==> config.mk <==
export PLATFORM = sky130hd
export DESIGN_NAME = length_prefixed_request_deframer_core_flat
export DESIGN_NICKNAME = d
export VERILOG_FILES = /design/src/rtl/lprd_pkg.sv /design/src/rtl/lprd_ifs.sv /design/src/rtl/lprd_parse.sv /design/src/rtl/lprd_out_buf.sv /design/src/rtl/length_prefixed_request_deframer_core.sv /design/src/flat_wrapper.sv
export VERILOG_INCLUDE_DIRS = /design/src /design/src/rtl
export SDC_FILE = /design/constraint.sdc
export NUM_CORES = 1
export LEC_CHECK = 0
export BUFFER_PORTS_ARGS = -buffer_cell sky130_fd_sc_hd__buf_4
export CAP_MARGIN = 20
export CORE_AREA = 2 2 218 220
export DETAILED_ROUTE_END_ITERATION = 16
export DIE_AREA = 0 0 220 222
export PLACE_DENSITY_LB_ADDON = 0.3
export SLEW_MARGIN = 20
export SYNTH_ARGS = -nofsm -noshare
export SYNTH_HDL_FRONTEND = slang
export SYNTH_HIERARCHICAL = 1
export SYNTH_SLANG_ARGS = --single-unit
==> constraint.sdc <==
create_clock -name clock -period 10.76 [get_ports clock]
set_input_delay 1.614 -clock clock [delete_from_list [all_inputs] [get_ports clock]]
set_output_delay 1.614 -clock clock [all_outputs]
set_load 0.01 [all_outputs]
==> src/rtl/length_prefixed_request_deframer_core_assert.svh <==
// Assertion macros for the length-prefixed request deframer.
// Included by the RTL files that carry concurrent checks; no other dependencies.
`ifndef LENGTH_PREFIXED_REQUEST_DEFRAMER_CORE_ASSERT_SVH
`define LENGTH_PREFIXED_REQUEST_DEFRAMER_CORE_ASSERT_SVH

`ifndef SYNTHESIS
`define LPRD_ASSERT_SAME(lbl, clk, rst, ante, cons, msg) \
   lbl: assert property (@(posedge clk) disable iff (rst) (ante) |-> (cons)) else $error(msg);
`define LPRD_ASSERT_NEXT(lbl, clk, rst, ante, cons, msg) \
   lbl: assert property (@(posedge clk) disable iff (rst) (ante) |=> (cons)) else $error(msg);
`else
`define LPRD_ASSERT_SAME(lbl, clk, rst, ante, cons, msg)
`define LPRD_ASSERT_NEXT(lbl, clk, rst, ante, cons, msg)
`endif

`endif

==> src/rtl/lprd_pkg.sv <==
// Package of the length-prefixed request deframer: result type, error codes,
// register indexes and reset limits. No dependencies.
package lprd_pkg;

   localparam int unsigned CSR_INDEX_WIDTH = 1;
   localparam int unsigned CSR_DATA_WIDTH  = 26;

   localparam logic [CSR_INDEX_WIDTH-1:0] CSR_MAX_FRAME_BYTES = 1'd0;
   localparam logic [CSR_INDEX_WIDTH-1:0] CSR_MAX_ARGUMENTS   = 1'd1;

   localparam logic [25:0] MAX_FRAME_BYTES_RESET = 26'(32 << 20);
   localparam logic [20:0] MAX_ARGUMENTS_RESET   = 21'(200 * 1000);

   localparam logic [2:0] ERR_NONE      = 3'd0;
   localparam logic [2:0] ERR_FRAME_LEN = 3'd1;
   localparam logic [2:0] ERR_ARG_COUNT = 3'd2;
   localparam logic [2:0] ERR_OVERRUN   = 3'd3;
   localparam logic [2:0] ERR_TRAILING  = 3'd4;
   localparam logic [2:0] ERR_HALTED    = 3'd5;

   typedef struct packed {
      logic [7:0]  arg_byte;
      logic        arg_valid;
      logic [19:0] arg_index;
      logic        arg_end;
      logic        frame_done;
      logic [2:0]  error_code;
   } result_type;

endpackage

==> src/rtl/lprd_ifs.sv <==
// Channel interfaces of the deframer: request bytes, results and register writes.
// Depends on lprd_pkg.
interface lprd_req_if;
   logic       valid;
   logic       ready;
   logic [7:0] in_byte;
   modport source (output valid, output in_byte, input ready);
   modport sink   (input valid, input in_byte, output ready);
endinterface

interface lprd_rsp_if;
   logic        valid;
   logic        ready;
   logic [7:0]  arg_byte;
   logic        arg_valid;
   logic [19:0] arg_index;
   logic        arg_end;
   logic        frame_done;
   logic [2:0]  error_code;
   modport source (output valid, output arg_byte, output arg_valid, output arg_index,
                   output arg_end, output frame_done, output error_code, input ready);
   modport sink   (input valid, input arg_byte, input arg_valid, input arg_index,
                   input arg_end, input frame_done, input error_code, output ready);
endinterface

interface lprd_csr_if;
   logic                                valid;
   logic                                ready;
   logic [lprd_pkg::CSR_INDEX_WIDTH-1:0] index;
   logic [lprd_pkg::CSR_DATA_WIDTH-1:0]  data;
   modport source (output valid, output index, output data, input ready);
   modport sink   (input valid, input index, input data, output ready);
endinterface

==> src/rtl/lprd_parse.sv <==
// Frame parser: header assembly, length and count tracking, one result per byte.
// Depends on lprd_pkg and the assertion macro header.
`include "length_prefixed_request_deframer_core_assert.svh"

module lprd_parse (
   input  logic                  clock,
   input  logic                  reset,
   input  logic                  step,
   input  logic [7:0]            in_byte,
   input  logic [25:0]           max_frame_bytes,
   input  logic [20:0]           max_arguments,
   output lprd_pkg::result_type  result
);

   localparam logic [2:0] PH_LEN   = 3'd0;
   localparam logic [2:0] PH_COUNT = 3'd1;
   localparam logic [2:0] PH_ALEN  = 3'd2;
   localparam logic [2:0] PH_DATA  = 3'd3;
   localparam logic [2:0] PH_HALT  = 3'd4;

   logic [2:0]  phase_ff, phase_in;
   logic [1:0]  pos_ff, pos_in;
   logic [23:0] asm_ff, asm_in;
   logic [25:0] frame_left_ff, frame_left_in;
   logic [20:0] args_left_ff, args_left_in;
   logic [25:0] arg_left_ff, arg_left_in;
   logic [19:0] counter_ff, counter_in;

   logic [31:0] word;
   logic [25:0] frame_dec;
   logic [25:0] arg_dec;
   logic        finish;
   logic        check_next;

   assign word      = {asm_ff, in_byte};
   assign frame_dec = (frame_left_ff != 26'd0) ? frame_left_ff - 26'd1 : frame_left_ff;
   assign arg_dec   = (arg_left_ff != 26'd0) ? arg_left_ff - 26'd1 : arg_left_ff;

   always_comb begin
      result        = '0;
      phase_in      = phase_ff;
      pos_in        = pos_ff;
      asm_in        = asm_ff;
      frame_left_in = frame_left_ff;
      args_left_in  = args_left_ff;
      arg_left_in   = arg_left_ff;
      counter_in    = counter_ff;
      finish        = 1'b0;
      check_next    = 1'b0;

      case (phase_ff)
         PH_DATA: begin
            result.arg_byte  = in_byte;
            result.arg_valid = 1'b1;
            result.arg_index = counter_ff;
            frame_left_in    = frame_dec;
            arg_left_in      = arg_dec;
            finish           = (arg_dec == 26'd0);
         end
         PH_LEN, PH_COUNT, PH_ALEN: begin
            asm_in = word[23:0];
            if (phase_ff != PH_LEN) begin
               frame_left_in = frame_dec;
            end
            pos_in = pos_ff + 2'd1;
            if (pos_ff == 2'd3) begin
               asm_in = '0;
               case (phase_ff)
                  PH_LEN: begin
                     if (word > {6'd0, max_frame_bytes}) begin
                        result.error_code = lprd_pkg::ERR_FRAME_LEN;
                        phase_in          = PH_HALT;
                     end else begin
                        frame_left_in = word[25:0];
                        if (word[25:0] < 26'd4) begin
                           result.error_code = lprd_pkg::ERR_OVERRUN;
                           phase_in          = PH_HALT;
                        end else begin
                           phase_in = PH_COUNT;
                        end
                     end
                  end
                  PH_COUNT: begin
                     if (word > {11'd0, max_arguments}) begin
                        result.error_code = lprd_pkg::ERR_ARG_COUNT;
                        phase_in          = PH_HALT;
                     end else begin
                        args_left_in = word[20:0];
                        counter_in   = '0;
                        check_next   = 1'b1;
                     end
                  end
                  default: begin
                     if (word > {6'd0, frame_dec}) begin
                        result.error_code = lprd_pkg::ERR_OVERRUN;
                        phase_in          = PH_HALT;
                     end else if (word == 32'd0) begin
                        finish = 1'b1;
                     end else begin
                        arg_left_in = word[25:0];
                        phase_in    = PH_DATA;
                     end
                  end
               endcase
            end
         end
         default: begin
            result.error_code = lprd_pkg::ERR_HALTED;
         end
      endcase

      if (finish) begin
         result.arg_end   = 1'b1;
         result.arg_index = counter_ff;
         counter_in       = counter_ff + 20'd1;
         if (args_left_ff != 21'd0) begin
            args_left_in = args_left_ff - 21'd1;
         end
         check_next = 1'b1;
      end

      if (check_next) begin
         if (args_left_in == 21'd0) begin
            if (frame_left_in == 26'd0) begin
               result.frame_done = 1'b1;
               phase_in          = PH_LEN;
            end else begin
               result.error_code = lprd_pkg::ERR_TRAILING;
               phase_in          = PH_HALT;
            end
         end else if (frame_left_in < 26'd4) begin
            result.error_code = lprd_pkg::ERR_OVERRUN;
            phase_in          = PH_HALT;
         end else begin
            phase_in = PH_ALEN;
         end
      end
   end

   always_ff @(posedge clock) begin
      if (reset) begin
         phase_ff      <= PH_LEN;
         pos_ff        <= '0;
         asm_ff        <= '0;
         frame_left_ff <= '0;
         args_left_ff  <= '0;
         arg_left_ff   <= '0;
         counter_ff    <= '0;
      end else if (step) begin
         phase_ff      <= phase_in;
         pos_ff        <= pos_in;
         asm_ff        <= asm_in;
         frame_left_ff <= frame_left_in;
         args_left_ff  <= args_left_in;
         arg_left_ff   <= arg_left_in;
         counter_ff    <= counter_in;
      end
   end

   `LPRD_ASSERT_NEXT(a_halt_sticks, clock, reset, phase_ff == PH_HALT, phase_ff == PH_HALT, "halt left")
   `LPRD_ASSERT_SAME(a_data_has_bytes, clock, reset, phase_ff == PH_DATA, arg_left_ff != 26'd0, "empty data phase")
   `LPRD_ASSERT_SAME(a_data_aligned, clock, reset, phase_ff == PH_DATA, pos_ff == 2'd0, "header position off")

endmodule

==> src/rtl/lprd_out_buf.sv <==
// Result register with a skid stage so a request is taken while a result waits.
// Depends on lprd_pkg and the assertion macro header.
`include "length_prefixed_request_deframer_core_assert.svh"

module lprd_out_buf (
   input  logic                  clock,
   input  logic                  reset,
   input  logic                  in_valid,
   output logic                  in_ready,
   input  lprd_pkg::result_type  in_data,
   output logic                  out_valid,
   input  logic                  out_ready,
   output lprd_pkg::result_type  out_data
);

   logic                 main_valid_ff, main_valid_in;
   logic                 skid_valid_ff, skid_valid_in;
   lprd_pkg::result_type main_ff, main_in;
   lprd_pkg::result_type skid_ff, skid_in;
   logic                 in_fire;

   assign in_ready  = !skid_valid_ff;
   assign in_fire   = in_valid && in_ready;
   assign out_valid = main_valid_ff;
   assign out_data  = main_ff;

   always_comb begin
      main_valid_in = main_valid_ff;
      skid_valid_in = skid_valid_ff;
      main_in       = main_ff;
      skid_in       = skid_ff;
      if (!main_valid_ff || out_ready) begin
         if (skid_valid_ff) begin
            main_in       = skid_ff;
            main_valid_in = 1'b1;
            skid_valid_in = 1'b0;
         end else begin
            main_in       = in_data;
            main_valid_in = in_fire;
         end
      end else if (in_fire) begin
         skid_in       = in_data;
         skid_valid_in = 1'b1;
      end
   end

   always_ff @(posedge clock) begin
      if (reset) begin
         main_valid_ff <= 1'b0;
         skid_valid_ff <= 1'b0;
      end else begin
         main_valid_ff <= main_valid_in;
         skid_valid_ff <= skid_valid_in;
      end
      main_ff <= main_in;
      skid_ff <= skid_in;
   end

   `LPRD_ASSERT_SAME(a_skid_behind_main, clock, reset, skid_valid_ff, main_valid_ff, "skid without main")
   `LPRD_ASSERT_NEXT(a_stall_keeps, clock, reset, main_valid_ff && !out_ready, main_valid_ff, "result dropped")
   `LPRD_ASSERT_NEXT(a_skid_drains, clock, reset, skid_valid_ff && out_ready, main_ff == $past(skid_ff), "skid lost")

endmodule

==> src/rtl/length_prefixed_request_deframer_core.sv <==
// Length-prefixed request deframer, top level. Depends on lprd_pkg, lprd_ifs,
// lprd_parse and lprd_out_buf.
// A result is registered in the main register, or in the skid register while one waits.
// Throughput: one request per cycle while the skid register is empty.
// Reset: parser returns to waiting for a frame length, results are flushed,
// limits return to 32 MiB frame body and 200000 arguments.
module length_prefixed_request_deframer_core (
   input  logic        clock,
   input  logic        reset,
   lprd_req_if.sink    req_ch,
   lprd_rsp_if.source  rsp_ch,
   lprd_csr_if.sink    csr_ch
);

   logic [25:0]          max_frame_ff;
   logic [20:0]          max_args_ff;
   logic                 step;
   logic                 buf_ready;
   lprd_pkg::result_type result;
   lprd_pkg::result_type out_data;

   assign csr_ch.ready = 1'b1;

   always_ff @(posedge clock) begin
      if (reset) begin
         max_frame_ff <= lprd_pkg::MAX_FRAME_BYTES_RESET;
         max_args_ff  <= lprd_pkg::MAX_ARGUMENTS_RESET;
      end else if (csr_ch.valid) begin
         case (csr_ch.index)
            lprd_pkg::CSR_MAX_FRAME_BYTES: max_frame_ff <= csr_ch.data;
            lprd_pkg::CSR_MAX_ARGUMENTS:   max_args_ff  <= csr_ch.data[20:0];
            default: ;
         endcase
      end
   end

   assign req_ch.ready = buf_ready;
   assign step         = req_ch.valid && buf_ready;

   lprd_parse u_parse (
      .clock           (clock),
      .reset           (reset),
      .step            (step),
      .in_byte         (req_ch.in_byte),
      .max_frame_bytes (max_frame_ff),
      .max_arguments   (max_args_ff),
      .result          (result)
   );

   lprd_out_buf u_out_buf (
      .clock     (clock),
      .reset     (reset),
      .in_valid  (req_ch.valid),
      .in_ready  (buf_ready),
      .in_data   (result),
      .out_valid (rsp_ch.valid),
      .out_ready (rsp_ch.ready),
      .out_data  (out_data)
   );

   assign rsp_ch.arg_byte   = out_data.arg_byte;
   assign rsp_ch.arg_valid  = out_data.arg_valid;
   assign rsp_ch.arg_index  = out_data.arg_index;
   assign rsp_ch.arg_end    = out_data.arg_end;
   assign rsp_ch.frame_done = out_data.frame_done;
   assign rsp_ch.error_code = out_data.error_code;

endmodule

==> src/flat_wrapper.sv <==
// flat-port wrapper written by rule: the top's interface ports become plain ports
module length_prefixed_request_deframer_core_flat 
  (clock, reset, req_ch_valid, req_ch_in_byte, req_ch_ready, rsp_ch_valid, rsp_ch_arg_byte, rsp_ch_arg_valid, rsp_ch_arg_index, rsp_ch_arg_end, rsp_ch_frame_done, rsp_ch_error_code, rsp_ch_ready, csr_ch_valid, csr_ch_index, csr_ch_data, csr_ch_ready);
  lprd_req_if req_ch_i ();
  lprd_rsp_if rsp_ch_i ();
  lprd_csr_if csr_ch_i ();
  input  logic clock;
  input  logic reset;
  input wire logic [$bits(req_ch_i.valid)-1:0] req_ch_valid;
  input wire logic [$bits(req_ch_i.in_byte)-1:0] req_ch_in_byte;
  output wire logic [$bits(req_ch_i.ready)-1:0] req_ch_ready;
  output wire logic [$bits(rsp_ch_i.valid)-1:0] rsp_ch_valid;
  output wire logic [$bits(rsp_ch_i.arg_byte)-1:0] rsp_ch_arg_byte;
  output wire logic [$bits(rsp_ch_i.arg_valid)-1:0] rsp_ch_arg_valid;
  output wire logic [$bits(rsp_ch_i.arg_index)-1:0] rsp_ch_arg_index;
  output wire logic [$bits(rsp_ch_i.arg_end)-1:0] rsp_ch_arg_end;
  output wire logic [$bits(rsp_ch_i.frame_done)-1:0] rsp_ch_frame_done;
  output wire logic [$bits(rsp_ch_i.error_code)-1:0] rsp_ch_error_code;
  input wire logic [$bits(rsp_ch_i.ready)-1:0] rsp_ch_ready;
  input wire logic [$bits(csr_ch_i.valid)-1:0] csr_ch_valid;
  input wire logic [$bits(csr_ch_i.index)-1:0] csr_ch_index;
  input wire logic [$bits(csr_ch_i.data)-1:0] csr_ch_data;
  output wire logic [$bits(csr_ch_i.ready)-1:0] csr_ch_ready;
  assign req_ch_i.valid = req_ch_valid;
  assign req_ch_i.in_byte = req_ch_in_byte;
  assign req_ch_ready = req_ch_i.ready;
  assign rsp_ch_valid = rsp_ch_i.valid;
  assign rsp_ch_arg_byte = rsp_ch_i.arg_byte;
  assign rsp_ch_arg_valid = rsp_ch_i.arg_valid;
  assign rsp_ch_arg_index = rsp_ch_i.arg_index;
  assign rsp_ch_arg_end = rsp_ch_i.arg_end;
  assign rsp_ch_frame_done = rsp_ch_i.frame_done;
  assign rsp_ch_error_code = rsp_ch_i.error_code;
  assign rsp_ch_i.ready = rsp_ch_ready;
  assign csr_ch_i.valid = csr_ch_valid;
  assign csr_ch_i.index = csr_ch_index;
  assign csr_ch_i.data = csr_ch_data;
  assign csr_ch_ready = csr_ch_i.ready;
  length_prefixed_request_deframer_core u_core (.clock(clock), .reset(reset), .req_ch(req_ch_i), .rsp_ch(rsp_ch_i), .csr_ch(csr_ch_i));
endmodule
=== Word-level counts from Yosys, hierarchy flattened ===
Cells that the tools add are included.

* Input bits: 40
* Bits in registers: 239
* Output and inout port bits: 37
* Logic and storage cells: 138

* Magnitude comparators: 5
* $add $sub $neg: 5
* Bitwise gates (word level): 2
* Eq/ne operators: 11
* Reductions and logical operators: 29
* Multiplexer cells: 63

{| class="wikitable"
|+ Operator list
! operator !! number
|-
| two-way mux 26 bit || 10
|-
| two-way mux 21 bit || 7
|-
| one-hot mux 26 bit (2 select lines) || 2
|-
| two-way mux 20 bit || 5
|-
| > comparator 32 x 26 -> 1 bit || 2
|-
| logical NOT 26 bit || 2
|-
| less-than comparator 26 x 3 -> 1 bit, second input constant || 2
|-
| nonzero test 26 bit || 2
|-
| subtractor 26 x 1 -> 26 bit, second input constant || 2
|-
| two-way mux 3 bit || 15
|-
| two-way mux 34 bit || 1
|-
| > comparator 32 x 21 -> 1 bit || 1
|-
| logical NOT 32 bit || 1
|-
| two-way mux 29 bit || 1
|-
| two-way mux 24 bit || 1
|-
| logical NOT 21 bit || 1
|-
| nonzero test 21 bit || 1
|-
| subtractor 21 x 1 -> 21 bit, second input constant || 1
|-
| adder 20 x 1 -> 20 bit, second input constant || 1
|-
| one-hot mux 3 bit (2 select lines) || 3
|-
| two-way mux 1 bit || 12
|-
| nonzero test 2 bit || 6
|-
| != test 2 bit, second input constant || 5
|-
| AND reduction 5 bit || 2
|-
| other kinds (19) || 29
|}

=== Longest topological paths before layout ===
* Depth in word-level cells: 12
* Mapped depth: 24
* Depth with buffers taken out: 19

=== Hierarchy ===
Netlist, hierarchy kept.

{| class="wikitable"
|+ Modules (own cells, without submodules)
! module !! area each (µm²) !! cells each !! times used !! seq. area each (µm²)
|-
| lprd_parse || 11383.4 || 1585 || 1 || 2442.3
|-
| lprd_out_buf || 2663.8 || 114 || 1 || 2082.0
|-
| length_prefixed_request_deframer_core || 1983.2 || 187 || 1 || 940.9
|}

=== Least setup slack after synthesis ===
No wires, ideal clock.

* Path kind: input port to flip-flop
* Start point: input rsp_ch_ready
* End point: register u_core/u_out_buf/skid_ff[0] in the netlist's numbering, enable pin
* Data required time: 10.285 ns
* Library setup time: 0.475 ns
* Path buffers: 0
* Stages on the path: 2
* Slack: 5.175 ns
* Arrival: 5.111 ns
* Cells stage by stage: nand2b_1 > nor3b_1

* Longest elaborated chain between the ends: 3

{| class="wikitable"
|+ Ends and longest elaborated chain
! what !! line !! source
|-
| start: declaration || flat_wrapper.sv:19 || <nowiki>input wire logic [$bits(rsp_ch_i.ready)-1:0] rsp_ch_ready;</nowiki>
|-
| logical OR 1 bit || lprd_out_buf.sv:32 || <nowiki>if (!main_valid_ff || out_ready) begin</nowiki>
|-
| NOT 1 bit (no line) || - ||
|-
| AND reduction 2 bit (no line) || - ||
|-
| end signal: assignment || lprd_out_buf.sv:56 || <nowiki>skid_ff <= skid_in;</nowiki>
|-
| end: declaration || lprd_out_buf.sv:19 || <nowiki>lprd_pkg::result_type skid_ff, skid_in;</nowiki>
|}

Every way passes these cells.
A chain may end at the register's enable or synchronous reset.

=== Worst setup path in the final report ===
* Start point: register u_core.u_parse.frame_left_ff[2]
* End point: register u_core.u_parse.args_left_ff[4]

* Longest elaborated chain between the ends: 8
* Elaborated cells between the ends (all ways): 9
* Classes of those cells: add/sub (1); order compare (1); mux (6); reduce/logical (1)

{| class="wikitable"
|+ Ends and longest elaborated chain
! what !! line !! source
|-
| start: declaration || lprd_parse.sv:24 || <nowiki>logic [25:0] frame_left_ff, frame_left_in;</nowiki>
|-
| start signal: assignment || lprd_parse.sv:153 || <nowiki>frame_left_ff <= frame_left_in;</nowiki>
|-
| subtractor 26 x 1 -> 26 bit / nonzero test 26 bit (equally long branches) || lprd_parse.sv:36 || <nowiki>assign frame_dec = (frame_left_ff != 26'd0) ? frame_left_ff - 26'd1 : frame_left_ff;</nowiki>
|-
| two-way mux 26 bit * || lprd_parse.sv:36 ||
|-
| > comparator 32 x 26 -> 1 bit * || lprd_parse.sv:94 || <nowiki>if (word > {6'd0, frame_dec}) begin</nowiki>
|-
| two-way mux 1 bit * || lprd_parse.sv:94 ||
|-
| two-way mux 1 bit * || lprd_parse.sv:68 || <nowiki>case (phase_ff)</nowiki>
|-
| two-way mux 1 bit * || lprd_parse.sv:66 || <nowiki>if (pos_ff == 2'd3) begin</nowiki>
|-
| one-hot mux 1 bit (2 select lines) * || lprd_parse.sv:51 || <nowiki>case (phase_ff)</nowiki>
|-
| two-way mux 21 bit * || lprd_parse.sv:112 || <nowiki>if (finish) begin</nowiki>
|-
| end signal: assignment || lprd_parse.sv:154 || <nowiki>args_left_ff <= args_left_in;</nowiki>
|-
| end: declaration || lprd_parse.sv:25 || <nowiki>logic [20:0] args_left_ff, args_left_in;</nowiki>
|}

Every way passes the cells marked *; elsewhere a longest branch is shown, timed or not.

==> out/results.ini <==
[placed_design]
dp_hpwl_um = 37300
routabilityCongestion = 0.982
portBuffers = 75
dpl_cell_area_um2 = 16900
place_inst = 2457

[synth]
synth_largest_area_cell = dfxtp_1
avgSynthCellArea_um2 = 8.50
synth_compound_gate_area_share = 0.191
synthTopCellsByCount = dfxtp_1 (171), nor2_1 (168), nand2_1 (131), a21oi_1 (126), clkbuf_1 (101)
yosysMostFrequentCell = dfxtp_1
synth-simple-area-share = 0.255
synth.area.mux_share = 0.0641
synth-seq-cells = 239
synth_top_family_by_area = simple AND/OR/NAND/NOR gates
synthAdderAreaFrac = 0.0624
synthArstFlopShare = 0
synth_edf_count = 68
yosysSeqAreaShare = 0.341
synth_xor_area_frac = 0.0273
synth_warnings = 6
synthesis.area_um2 = 16000
synth_ff_type = dfxtp_1
yosys.area.top_type_share = 0.214
synth_cell_types = 98
syn-num-nets = 2006
postSynthCellCount = 1886
ys_top_cells_by_area = dfxtp_1 (21%), edfxtp_1 (13%), ha_1 (6.2%)

[die]
core_um2 = 46300
dieArea_um2 = 48800
ios = 77
die_x_um = 220
std_cell_rows = 79
die_h_um = 222
initial_core_util = 0.347

[route]
post_drt_wl_per_cell_um = 21.4
firstDrtPassIters = 6
vias = 14700
drc = 0
antenna_left = 0
vias_per_cell = 5.87
wl_um = 53900
drtIter0Drc = 1537

[clocking]
clk_latency_ns = 0.57
holdBufCountCts = 0
post_cts_buffers = 0
cts.sink_count = 239
cts_tree = yes
htree_levels = 1
root_buffer = clkbuf_16
path_clk_slew_ns = 0.06
post_cts_resized = 0
numCtsBuffers = 29
ctsLongestPathBuffers = 3

[min_path]
hold_path_class = register to register
min_to = u_core/max_args_ff[16]$_SDFFE_PP1P_
hold_start = u_core/max_args_ff[16]$_SDFFE_PP1P_
whs_path_depth = 1

[setup_path]
crit_required_ns = 11.23
cp-end-kind = register
crit_type = register to register
arrival_ns = 7.25
reg2reg_to = u_core/u_parse/args_left_ff[4]$_SDFFE_PP0P_
rrSetupSlack_ns = 3.98
path_max_fanout = 19
ff2ff_path_depth = 16
start_kind = register
timing.rr.start = u_core/u_parse/frame_left_ff[2]$_SDFFE_PP0P_

[layout]
area.sequential_um2 = 5470
multi_input_area_um2 = 9650
nFillCells = 4762
antenna_cells = 0
stdcell_count = 2511
area.growth.synth_to_final_pct = 11.7
final_nets = 2001
layout-drive-gt1-share = 0.130
final_cell_area_um2 = 17900

[pwr]
ir_worst_vdd_mv = 0.115
p_per_area_nw_per_um2 = 135
p_leak_nw = 6.92

[timing]
fin_crit_ns = 6.78
hold_violations = 0
finalCritPeriodShare = 0.630
clock.fmax_mhz = 147
drv_slew = 0
max_slew_margin = 0.265
setup_viol = 0
tns_ns = 0
fin_hold_ws_ns = 0.462
worst_pin_slew_ns = 1.09
grt_setup_unrepaired = false
finClkSkew_ns = 0.0153

[grt]
antenna_found_initial = 1
grt_pass1_vias = 14000
grt_first_pass_wirelength_um = 83500
overflow = 0
grt_max_degree = 94
grt_use_total = 0.218

[flow_run]
drv_cap = 0

[outcome]
status = finished, final reports clean

stage by stage:
stage | utilization | setup WS [ns] | total power, mW
floorplan | - | 5.17 | 1.29
global placement | 0.366 | 4.13 | 1.44
detailed placement | 0.366 | 4.21 | 1.44
CTS | 0.387 | 4.19 | 2.44
global route | 0.387 | 3.74 | 2.52
finish | 0.387 | 3.98 | 2.42
critical path, cell delays in order, from the launching register on:
cell and delay (ns):
dfxtp_1 0.42, or4_4 0.58, or4_4 0.56, a211oi_1 0.63
xnor2_1 0.20, ha_1 0.26, a21oi_1 0.15, o21ai_0 0.33
a2111oi_1 0.97, a31oi_1 0.18, o22ai_1 0.33, and3_1 0.29
a21oi_2 0.10, nor2_2 0.65, o21a_1 0.62, a21oi_1 0.15
a211oi_1 0.27
cell usage in the layout (no fill, tap or decap), drive strengths merged, types with 47 or more instances in the layout:
master / instances
inv: 78
nor3: 59
a211oi: 47
edfxtp: 68
nand2: 132
ha: 80
a21oi: 128
nand2b: 67
nor2: 170
buf: 103
dfxtp: 171
o21ai: 102
mux2i: 52
nand3: 57
logic make-up after synthesis:
| kind of cell | Yosys count |
|---|---|
| AND/OR/NAND/NOR | 743 |
| AO/OA/AOI/OAI | 467 |
| flip-flops | 239 |
| buffers and inverters | 218 |
| multiplexers | 88 |
| adder cells (fa/ha/maj) | 80 |
| XOR/XNOR | 50 |
| other | 1 |
metal layers:
metal | global-route usage | up-vias | part of all wire
li1 | - | 6933 | -
met1 | 0.305 | 7085 | 0.45
met2 | 0.331 | 589 | 0.43
met3 | 0.0357 | 137 | 0.079
met4 | 0.0866 | 2 | 0.043
met5 | 0 | - | 0.00024
power breakdown:
part           internal, mW  switching, mW  total [mW]
combinational         0.167          0.279       0.446
clock                 0.578          0.408       0.985
sequential            0.954         0.0345       0.989
total                  1.70          0.721        2.42
state kept, by name, indices dropped and copies added (netlist names):
name,cells
u_core/u_parse/asm_ff,24
u_core/u_out_buf/skid_valid_ff,1
u_core/u_parse/counter_ff,20
u_core/u_parse/pos_ff,2
u_core/max_args_ff,21
u_core/u_out_buf/out_valid,1
u_core/u_out_buf/out_data,34
u_core/u_parse/frame_left_ff,26
u_core/u_parse/args_left_ff,21
u_core/u_parse/arg_left_ff,26
u_core/u_parse/phase_ff,3
u_core/max_frame_ff,26
u_core/u_out_buf/skid_ff,34
layout make-up:
class	count	share of cell area
Multi-Input combinational cell	1429	0.539
Sequential cell	239	0.305
Clock buffer	38	0.0452
Timing Repair Buffer	103	0.0432
Tap cell	607	0.0424
Inverter	79	0.0166
Clock inverter	16	0.00839
worst max-delay path by stage:
stage / to / slack, ns / startpoint
floorplan: u_core/u_out_buf/skid_ff[0]$_DFFE_PP_ / 5.17 / rsp_ch_ready
global placement: u_core/u_parse/args_left_ff[13]$_SDFFE_PP0P_ / 4.13 / u_core/u_parse/frame_left_ff[2]$_SDFFE_PP0P_
detailed placement: u_core/u_out_buf/out_data[2]$_DFFE_PP_ / 4.21 / req_ch_in_byte[0]
CTS: u_core/u_parse/args_left_ff[18]$_SDFFE_PP0P_ / 4.19 / u_core/u_parse/frame_left_ff[2]$_SDFFE_PP0P_
global route: u_core/u_parse/args_left_ff[18]$_SDFFE_PP0P_ / 3.74 / u_core/u_parse/frame_left_ff[2]$_SDFFE_PP0P_
finish: u_core/u_parse/args_left_ff[4]$_SDFFE_PP0P_ / 3.98 / u_core/u_parse/frame_left_ff[2]$_SDFFE_PP0P_
Power figures use the tool's default switching activity.
